File: src/hdl/fspa_pkg.sv
`timescale 1ns / 1ps
`default_nettype none
// ----------------------------------------------------------------------------
// fspa_pkg: shared definitions for the slot pool allocator
// Sizes, request codes, link memory entry and the structs passed between
// the controller, the link RAM and the top level.
// ----------------------------------------------------------------------------
package fspa_pkg;

    localparam int POOL_DEPTH   = 128;
    localparam int HANDLE_W     = 7;
    localparam int HANDLE_SPACE = 1 << HANDLE_W;
    // capacity saturates at the handle space
    localparam int CAP          = (POOL_DEPTH < HANDLE_SPACE) ? POOL_DEPTH : HANDLE_SPACE;
    localparam int BUMP_W       = $clog2(HANDLE_SPACE + 1);
    localparam logic [BUMP_W-1:0] CAP_LIMIT = BUMP_W'(CAP);

    localparam logic FUNC_ALLOC = 1'b0;
    localparam logic FUNC_FREE  = 1'b1;

    typedef logic [HANDLE_W-1:0] t_handle;

    typedef struct packed {
        logic    valid;
        t_handle next;
    } t_link;

    localparam int LINK_W = $bits(t_link);

    typedef struct packed {
        logic    we;
        t_handle waddr;
        t_link   wdata;
        logic    re;
        t_handle raddr;
    } t_ram_req;

    typedef struct packed {
        logic    ok;
        t_handle slot;
    } t_result;

    typedef enum logic {
        ST_IDLE,
        ST_POP
    } t_state;

endpackage : fspa_pkg
`default_nettype wire

File: src/hdl/fspa_link_ram.sv
`timescale 1ns / 1ps
`default_nettype none
// ----------------------------------------------------------------------------
// fspa_link_ram: free-list link memory
// One write port and one read port, read data registered.
// ----------------------------------------------------------------------------
module fspa_link_ram (
    input  wire                 i_clk,
    input  fspa_pkg::t_ram_req  i_req,
    output fspa_pkg::t_link     o_rdata
);
    import fspa_pkg::*;

    logic [LINK_W-1:0] mem [HANDLE_SPACE];
    logic [LINK_W-1:0] r_rdata;

    always_ff @(posedge i_clk) begin
        if (i_req.we) begin
            mem[i_req.waddr] <= i_req.wdata;
        end
        if (i_req.re) begin
            r_rdata <= mem[i_req.raddr];
        end
    end

    assign o_rdata = t_link'(r_rdata);

endmodule : fspa_link_ram
`default_nettype wire

File: src/hdl/fspa_ctrl.sv
`timescale 1ns / 1ps
`default_nettype none
// ----------------------------------------------------------------------------
// fspa_ctrl: allocator controller
// Holds the free-list head and bump counter, drives the link RAM and
// produces one result per request. A pop waits in ST_POP for the link.
// ----------------------------------------------------------------------------
module fspa_ctrl (
    input  wire                 i_clk,
    input  wire                 i_rst_n,
    input  wire                 i_req_valid,
    input  wire                 i_func,
    input  fspa_pkg::t_handle   i_handle,
    input  fspa_pkg::t_link     i_rdata,
    output fspa_pkg::t_ram_req  o_ram_req,
    output logic                o_busy,
    output logic                o_res_valid,
    output fspa_pkg::t_result   o_res
);
    import fspa_pkg::*;

    t_state            r_state, n_state;
    t_handle           r_free_head, n_free_head;
    logic              r_free_nonempty, n_free_nonempty;
    logic [BUMP_W-1:0] r_bump_count, n_bump_count;

    logic w_can_bump;
    assign w_can_bump = (r_bump_count < CAP_LIMIT);

    // next state
    always_comb begin
        n_state = r_state;
        unique case (r_state)
            ST_IDLE: begin
                if (i_req_valid && (i_func == FUNC_ALLOC) && r_free_nonempty) begin
                    n_state = ST_POP;
                end
            end
            ST_POP: begin
                n_state = ST_IDLE;
            end
            default: n_state = ST_IDLE;
        endcase
    end

    // outputs and datapath updates
    always_comb begin
        o_ram_req       = '0;
        o_res_valid     = 1'b0;
        o_res           = '0;
        o_busy          = 1'b0;
        n_free_head     = r_free_head;
        n_free_nonempty = r_free_nonempty;
        n_bump_count    = r_bump_count;
        unique case (r_state)
            ST_IDLE: begin
                if (i_req_valid) begin
                    if (i_func == FUNC_FREE) begin
                        // push: link the handle in front of the old head
                        o_ram_req.we          = 1'b1;
                        o_ram_req.waddr       = i_handle;
                        o_ram_req.wdata.next  = r_free_head;
                        o_ram_req.wdata.valid = r_free_nonempty;
                        n_free_head           = i_handle;
                        n_free_nonempty       = 1'b1;
                        o_res_valid           = 1'b1;
                        o_res.ok              = 1'b1;
                    end else if (r_free_nonempty) begin
                        // pop: fetch the link of the head
                        o_ram_req.re    = 1'b1;
                        o_ram_req.raddr = r_free_head;
                    end else if (w_can_bump) begin
                        o_res_valid  = 1'b1;
                        o_res.ok     = 1'b1;
                        o_res.slot   = r_bump_count[HANDLE_W-1:0];
                        n_bump_count = r_bump_count + BUMP_W'(1);
                    end else begin
                        // pool exhausted
                        o_res_valid = 1'b1;
                    end
                end
            end
            ST_POP: begin
                o_busy          = 1'b1;
                o_res_valid     = 1'b1;
                o_res.ok        = 1'b1;
                o_res.slot      = r_free_head;
                n_free_head     = i_rdata.next;
                n_free_nonempty = i_rdata.valid;
            end
            default: ;
        endcase
    end

    always_ff @(posedge i_clk) begin
        if (!i_rst_n) begin
            r_state         <= ST_IDLE;
            r_free_head     <= '0;
            r_free_nonempty <= 1'b0;
            r_bump_count    <= '0;
        end else begin
            r_state         <= n_state;
            r_free_head     <= n_free_head;
            r_free_nonempty <= n_free_nonempty;
            r_bump_count    <= n_bump_count;
        end
    end

    a_bump_bound: assert property (@(posedge i_clk) disable iff (!i_rst_n)
        r_bump_count <= CAP_LIMIT)
        else $error("bump counter beyond capacity");

    a_pop_one_cycle: assert property (@(posedge i_clk) disable iff (!i_rst_n)
        (r_state == ST_POP) |=> (r_state == ST_IDLE))
        else $error("pop wait longer than one cycle");

    a_read_no_result: assert property (@(posedge i_clk) disable iff (!i_rst_n)
        o_ram_req.re |-> (!o_res_valid && !o_ram_req.we))
        else $error("link read issued together with a result or write");

    a_pop_after_read: assert property (@(posedge i_clk) disable iff (!i_rst_n)
        o_ram_req.re |=> (r_state == ST_POP))
        else $error("link read not followed by pop completion");

endmodule : fspa_ctrl
`default_nettype wire

File: src/hdl/fixed_slot_pool_allocator_core.sv
`timescale 1ns / 1ps
`default_nettype none
// ----------------------------------------------------------------------------
// fixed_slot_pool_allocator_core: fixed-size slot pool allocator
// Free list threaded through a link RAM, with a bump pointer for slots
// never used before. One result transaction per request transaction.
// ----------------------------------------------------------------------------
//  Channel   Dir  Handshake                    Payload
//  s_axis    in   i_s_axis_tvalid/o_..tready   tdata: handle; tuser: func
//  m_axis    out  o_m_axis_tvalid/i_..tready   tdata: slot;   tuser: ok
//
//  Free and bump allocate answer from the controller directly; allocate from
//  the free list answers from ST_POP, once the registered link RAM read has
//  fed the new head back. Results queue in a two-entry output buffer, so
//  requests are taken while a result waits downstream. Reset is synchronous,
//  active low; the link RAM needs no clearing pass (an entry is always
//  pushed before it is popped). A full buffer stalls the request side.
// ----------------------------------------------------------------------------
module fixed_slot_pool_allocator_core (
    input  wire        i_clk,
    input  wire        i_rst_n,
    input  wire        i_s_axis_tvalid,
    output logic       o_s_axis_tready,
    input  wire  [7:0] i_s_axis_tdata,   // [6:0] handle, [7] zero fill
    input  wire  [0:0] i_s_axis_tuser,   // [0] func
    output logic       o_m_axis_tvalid,
    input  wire        i_m_axis_tready,
    output logic [7:0] o_m_axis_tdata,   // [6:0] slot, [7] zero fill
    output logic [0:0] o_m_axis_tuser    // [0] ok
);
    import fspa_pkg::*;

    t_ram_req w_ram_req;
    t_link    w_rdata;
    logic     w_busy;
    logic     w_res_valid;
    t_result  w_res;
    logic     w_accept;

    // two-entry result buffer
    t_result    r_buf [2];
    logic       r_wr_ptr, r_rd_ptr;
    logic [1:0] r_count;
    logic       w_drain;

    // take a request only when the controller is idle and a result slot is free
    assign o_s_axis_tready = !w_busy && (r_count != 2'd2);
    assign w_accept        = i_s_axis_tvalid && o_s_axis_tready;
    assign w_drain         = o_m_axis_tvalid && i_m_axis_tready;

    fspa_ctrl u_ctrl (
        .i_clk       (i_clk),
        .i_rst_n     (i_rst_n),
        .i_req_valid (w_accept),
        .i_func      (i_s_axis_tuser[0]),
        .i_handle    (i_s_axis_tdata[HANDLE_W-1:0]),
        .i_rdata     (w_rdata),
        .o_ram_req   (w_ram_req),
        .o_busy      (w_busy),
        .o_res_valid (w_res_valid),
        .o_res       (w_res)
    );

    fspa_link_ram u_link_ram (
        .i_clk   (i_clk),
        .i_req   (w_ram_req),
        .o_rdata (w_rdata)
    );

    // hold results until the downstream side takes them
    always_ff @(posedge i_clk) begin
        if (w_res_valid) begin
            r_buf[r_wr_ptr] <= w_res;
        end
    end

    always_ff @(posedge i_clk) begin
        if (!i_rst_n) begin
            r_wr_ptr <= 1'b0;
            r_rd_ptr <= 1'b0;
            r_count  <= 2'd0;
        end else begin
            if (w_res_valid) begin
                r_wr_ptr <= ~r_wr_ptr;
            end
            if (w_drain) begin
                r_rd_ptr <= ~r_rd_ptr;
            end
            r_count <= r_count + {1'b0, w_res_valid} - {1'b0, w_drain};
        end
    end

    assign o_m_axis_tvalid = (r_count != 2'd0);
    assign o_m_axis_tdata  = {1'b0, r_buf[r_rd_ptr].slot};
    assign o_m_axis_tuser  = r_buf[r_rd_ptr].ok;

    a_count_bound: assert property (@(posedge i_clk) disable iff (!i_rst_n)
        r_count <= 2'd2)
        else $error("result buffer overflow");

    a_room_for_result: assert property (@(posedge i_clk) disable iff (!i_rst_n)
        w_res_valid |-> (r_count != 2'd2))
        else $error("result produced with no room in buffer");

    a_result_held: assert property (@(posedge i_clk) disable iff (!i_rst_n)
        w_res_valid |=> (r_count != 2'd0))
        else $error("result lost from buffer");

endmodule : fixed_slot_pool_allocator_core
`default_nettype wire
File: config.mk
export PLATFORM = sky130hd
export DESIGN_NAME = fixed_slot_pool_allocator_core
export DESIGN_NICKNAME = d
export VERILOG_FILES = /design/src/hdl/fspa_pkg.sv /design/src/hdl/fspa_link_ram.sv /design/src/hdl/fspa_ctrl.sv /design/src/hdl/fixed_slot_pool_allocator_core.sv
export SDC_FILE = /design/constraint.sdc
export NUM_CORES = 1
export LEC_CHECK = 0
export BUFFER_PORTS_ARGS = -buffer_cell sky130_fd_sc_hd__buf_2
export CAP_MARGIN = 25
export CORE_ASPECT_RATIO = 0.9
export CORE_MARGIN = 8
export CORE_UTILIZATION = 57
export DETAILED_ROUTE_END_ITERATION = 10
export MAX_ROUTING_LAYER = met4
export PLACE_DENSITY = 0.84
export SLEW_MARGIN = 20
export SYNTH_ARGS = -nofsm -noshare
export SYNTH_HDL_FRONTEND = slang
export SYNTH_SLANG_ARGS = --single-unit
File: constraint.sdc
create_clock -name i_clk -period 14.7 [get_ports i_clk]
set_input_delay 0 -clock i_clk [delete_from_list [all_inputs] [get_ports i_clk]]
set_output_delay 0 -clock i_clk [all_outputs]
set_load 0.01 [all_outputs]
Word-level counts from Yosys, hierarchy flattened
Memories as Yosys holds them, arrays and structs flattened. A register that Yosys moved wholly into a read port is not among the register bits.
Index checks and enable logic that the tools add are counted.
{"block": "word_totals", "register_bits": 21, "latch_bits": 0, "mem_bits_rw": 1040, "romBits": 0, "inputBits": 13, "output_inout_bits": 11, "word_cells": 60, "n_memories": 2}
{"memory": "u_link_ram.mem", "words": 128, "word_bits": 8, "read_ports": 1, "rd_ports_with_merged_regs": 1, "write_ports": 1, "line": "fspa_link_ram.sv:14", "text": "logic [LINK_W-1:0] mem [HANDLE_SPACE];"}
{"memory": "r_buf", "words": 2, "word_bits": 8, "read_ports": 1, "rd_ports_with_merged_regs": 1, "write_ports": 1, "line": "fixed_slot_pool_allocator_core.sv:41", "text": "t_result r_buf [2];"}
{"block": "classes", "addsub": 3, "mul": 0, "div": 0, "order_cmp": 1, "eq_ne": 3, "n_shift": 0, "mux": 30, "n_bitwise": 5, "reduce_logical": 9}
{"operator": "$mux 24", "count": 2}
{"operator": "$mux 8", "count": 5}
{"operator": "$mux 7", "count": 3}
{"operator": "$mux 16", "count": 1}
{"operator": "$pmux 8 s2", "count": 1}
{"operator": "$mux 1", "count": 14}
{"operator": "$pmux 7 s2", "count": 1}
{"operator": "$add 8x1->8 const B", "count": 1}
{"operator": "$lt 8x8->1 const B", "count": 1}
{"operator": "$pmux 1 s2", "count": 3}
{"operator": "$logic_and 1x1->1", "count": 5}
{"operator": "$not 1->1", "count": 5}
{"operator": "$reduce_and 5->1", "count": 1}
{"operator": "$ne 2x2->1 const B", "count": 2}
{"operator": "$add 2x1->2", "count": 1}
{"operator": "$ne 2x1->1 const B", "count": 1}
{"operator": "$reduce_and 2->1", "count": 1}
{"operator": "$reduce_bool 2->1", "count": 1}
{"operator": "$sub 2x1->2", "count": 1}
{"operator": "$logic_not 1->1", "count": 1}

Longest topological paths before layout
{"block": "depth", "word_depth": 8, "ltp_mapped": 12, "depth_no_buf": 9}

Cells and area by module
From an unflattened synthesis, not the netlist that was laid out.
{"block": "unflattened", "cells_unflattened": 1807, "hier_area_um2": 41628.7}
{"module": "fspa_link_ram", "instances": 1, "cells_per_inst": 1635, "area_each_um2": 39745.6, "seq_area_each_um2": 30989.7}
{"module": "fspa_ctrl", "instances": 1, "cells_per_inst": 120, "area_each_um2": 1039.7, "seq_area_each_um2": 340.3}
{"module": "fixed_slot_pool_allocator_core", "instances": 1, "cells_per_inst": 52, "area_each_um2": 843.3, "seq_area_each_um2": 580.6}

Least setup slack after synthesis
Ideal clock, no wire load.
{"block": "synth_timing", "path_kind": "register -> register", "from": "register u_ctrl.r_state", "to": "memory u_link_ram.mem[0][2] (netlist name) (data pin)", "setup_ns": 0.798, "arrival_ns": 4.162, "required_ns": 13.902, "setup_slack_ns": 9.740, "stages_incl_launch_ff": 8, "n_path_buf": 3, "synth_period_minus_slack_ns": 4.960, "cell_sequence": "dfxtp_1 -> buf_6 -> nand2b_1 -> buf_6 -> buf_2 -> nor2_1 -> nand2_1 -> nor2_1"}
{"element": "start, declared", "line": "fspa_ctrl.sv:22", "text": "t_state r_state, n_state;"}
{"element": "start signal, assigned", "line": "fspa_ctrl.sv:102", "text": "r_state <= n_state;"}
{"element": "end, declared", "line": "fspa_link_ram.sv:14"}

Worst setup path in the final report
{"block": "layout_timing", "from": "register u_ctrl.r_free_head[1]", "to": "register u_link_ram.r_rdata[6], in the netlist u_link_ram.o_rdata[6] (read register of u_link_ram.mem) (data pin)"}
{"block": "layout_between", "elab_chain_cells": 4}
{"element": "start, declared", "line": "fspa_ctrl.sv:23", "text": "t_handle r_free_head, n_free_head;"}
{"element": "start signal, assigned", "line": "fspa_ctrl.sv:103", "text": "r_free_head <= n_free_head;"}
{"element": "$mux 8", "line": "fspa_ctrl.sv:68", "text": "end else if (r_free_nonempty) begin"}
{"element": "$mux 8", "line": "fspa_ctrl.sv:58", "text": "if (i_func == FUNC_FREE) begin"}
{"element": "$mux 24", "line": "fspa_ctrl.sv:57", "text": "if (i_req_valid) begin"}
{"element": "$mux 24", "line": "fspa_ctrl.sv:55", "text": "unique case (r_state)"}
{"element": "end, declared", "line": "fspa_link_ram.sv:15", "text": "logic [LINK_W-1:0] r_rdata;"}
No other way between the ends.
A chain may end at the register's enable or synchronous reset.

==> metrics <==
Clk pwr share=between 40% and 50%; leakage power=0.0145 µW; Core Box Area=roughly 0.073 mm²; Power Dens Cells=134 mW/mm²; crit path cell chain=buf_12, buf_4, nor3_2, or4_2, buf_4, a2111oi_0, a2111oi_0, nor4bb_2; Slew headroom=roughly a quarter; Syn Nets=2372; Startpoint Class=register; vias in the first global route=23100; hold depth=3; status=finished, final reports clean; Die Wd=just over 300 µm; Sum Neg Setup Slack=0 ns; dpl cell area=around 0.043 mm²; root buffer cell=clkbuf_16; Total Power=between 6000 and 7000 µW; die area=roughly 0.083 mm²; kind of critical path=reg2reg; Sw Share=around 22%; setup bufs post-CTS=0; CTS Buf Count=99; syn avg cell area=roughly 18 µm²; routed len/inst=between 20 and 30 µm; Layout Area Growth over Synthesis=10.1%; post-synthesis cell type count=76; crit path capture type=register; FF-to-FF setup slack=9.52 ns; CTS tree=yes; Total GRT Usage=around a quarter; # fillers=between 4000 and 5000; Synth area leader=edfxtp_1; post-route cell area=~0.046 mm²; Final setup viols=0; final cycle utilization of the critical path=35.2%; row cnt=between 90 and 100; most frequent cells in the layout=edfxtp_1, nor2_1, mux2i_1; share of the yosys chip area belonging to registers=76.1%; Net count, final=between 2000 and 2500; Clock transition at path regs=about 0.070 ns; Port Buffers=21; sequential share of power=54.5%; Initial Utilization=a little under three fifths; worst setup margin=9.52 ns; Int Power=4840 µW; Synth Register Bits=1070; RePlAce Congestion=0.993; largest net degree at the start of global routing=97; WP data arrival=between 5 and 6 ns; Critical R2R Capture=u_link_ram.o_rdata[6]; r2r startpoint=u_ctrl.r_free_head[1]; Iter 0 DRT Violations=roughly 3700; Synth Cell Area=between 0.04 and 0.05 mm²; RSZ-0062 raised after global routing=false; dpl hpwl=about 60 mm; DR vias=roughly 23000; layout cells sized above 1=16.1%; Critical Path RT=between 15 and 20 ns; Crit Path Max Fanout=85; I/O Pins=24; Hold WC Path Type=in2reg; gr ovfl total=0; clock skew=roughly 0.026 ns; MaxCap Viol Count=0; initial antenna violation count=7; Final Max Slew Viols=0; DP Worst Slack=slightly below 10 ns; first-pass GRT wire length=around 150 mm; post_cts resized=0; final WL=about 100 mm; fmax=0.193 GHz; CTS HTree Levels=3; reg2reg path depth=8; Final Critical Period=around 5.2 ns; dominant synthesized flop cell=edfxtp_1; Final Hold Slack=0.144 ns; Sinks on Clock Net=around 1100; Die Height=roughly 270 µm; cts-stage hold buffer count=10; measured slew at the worst slew-check pin=1.10 ns; top cells by area, synth=edfxtp_1, mux4_2, mux2i_1; Yosys Warn Count=0; hold worst-path end=r_count[0]; min-delay src=i_rst_n; Peak VDD IR=0.164 mV; CTS max path bufs=3; Final Hold Fails=0; slowest CP cell=a2111oi_0; vias per cell=6.78; final antenna-violating net count=0; Comb pwr share=about 5.3%; top-area cell type share of the netlist area=75.0%; Remaining DRCs=0; Syn Inst Count=2356; ys async rst share=0%; crit-path max cell delay=roughly 0.98 ns; most common cell after layout, fill and taps aside=edfxtp_1; NetSw=1350 µW; latest clock arrival within the worst-skew pair=0.69 ns; drt pass-1 iters=6; Post-synth EDFFs=roughly 1000
per-layer routing:
metal / part of all wire, % / vias up / global-route usage, %
met2: 47 / 1739 / 38.1
li1: - / 9618 / -
met5: 0 / - / -
met4: 4.0 / 0 / 8.78
met3: 12 / 273 / 5.87
met1: 37 / 11800 / 33.6
cells by family after synthesis:
group	share of synthesized area, %
adders and majority gates	0.0895
xor gates and xnor gates	0.188
other	0.00894
DFF	76.1
and+or+nand+nor	5.60
muxes	10.2
buffers and inverters	1.95
AOI/OAI and AO/OA	5.95
cells in the mapped netlist, types with 28 or more instances:
master and n:
mux2_2 50, nand3_1 32, edfxtp_1 1048, a221oi_1 31, a22oi_1 47, buf_2 56, a21oi_1 90, clkbuf_1 35
mux2i_1 131, nand2_1 118, mux4_2 106, nor2_1 200, nand4_1 28
worst max-delay path: cells and delay by family (launching register included):
kind	cells	cell delay (ns)
buffers and inverters	3	1.64
AOI/OAI and AO/OA	2	1.23
and+or+nand+nor	3	1.06
DFF	1	0.86
cell type report:
| class | instances | area (µm²) | share of cell area (%) |
|---|---|---|---|
| Sequential cell | 1070 | 31900 | 69.1 |
| Timing Repair Buffer | 75 | 563 | 1.22 |
| Antenna cell | 7 | 17.5 | 0.0379 |
| Inverter | 16 | 60.1 | 0.130 |
| Tap cell | 960 | 1200 | 2.60 |
| Multi-Input combinational cell | 1137 | 9300 | 20.1 |
| Clock inverter | 69 | 519 | 1.12 |
| Clock buffer | 117 | 2600 | 5.62 |
power groups by stage:
stage	combinational, µW	clock [µW]	sequential [µW]
5_1_grt	349	2610	3380
3_3_place_gp	311	0	3440
4_1_cts	326	2490	3380
3_5_place_dp	321	0	3440
2_1_floorplan	243	0	3420
6_report	330	2480	3380
registers in the layout, summed over array words and instances, names as in the netlist, 2 cells and up, named ones only:
name	cells
r_count	2
u_ctrl.r_free_head	7
r_buf	16
u_ctrl.r_bump_count	8
u_link_ram.o_rdata	8
u_link_ram.mem	1024
metrics by stage:
stage / utilization, % / std cells
6_report: 63.2 / 3451
5_1_grt: 63.2 / 3450
4_1_cts: 63.1 / 3440
3_5_place_dp: 58.7 / 3244
3_3_place_gp: 58.7 / 3244
2_1_floorplan: - / 2356
worst max path at each step:
stage / startpoint / end / cells after the start
after CTS: u_ctrl.r_free_head[1] / u_link_ram.o_rdata[6] / 8
after floorplan: u_ctrl.r_state / u_link_ram.mem[0][2] / 7
after global routing: u_ctrl.r_free_head[1] / u_link_ram.o_rdata[4] / 9
after global placement: u_ctrl.r_free_head[1] / u_link_ram.o_rdata[6] / 8
final: u_ctrl.r_free_head[1] / u_link_ram.o_rdata[6] / 8
after detailed placement: u_ctrl.r_free_head[1] / u_link_ram.o_rdata[4] / 9
(Power assumes the default switching activity.)
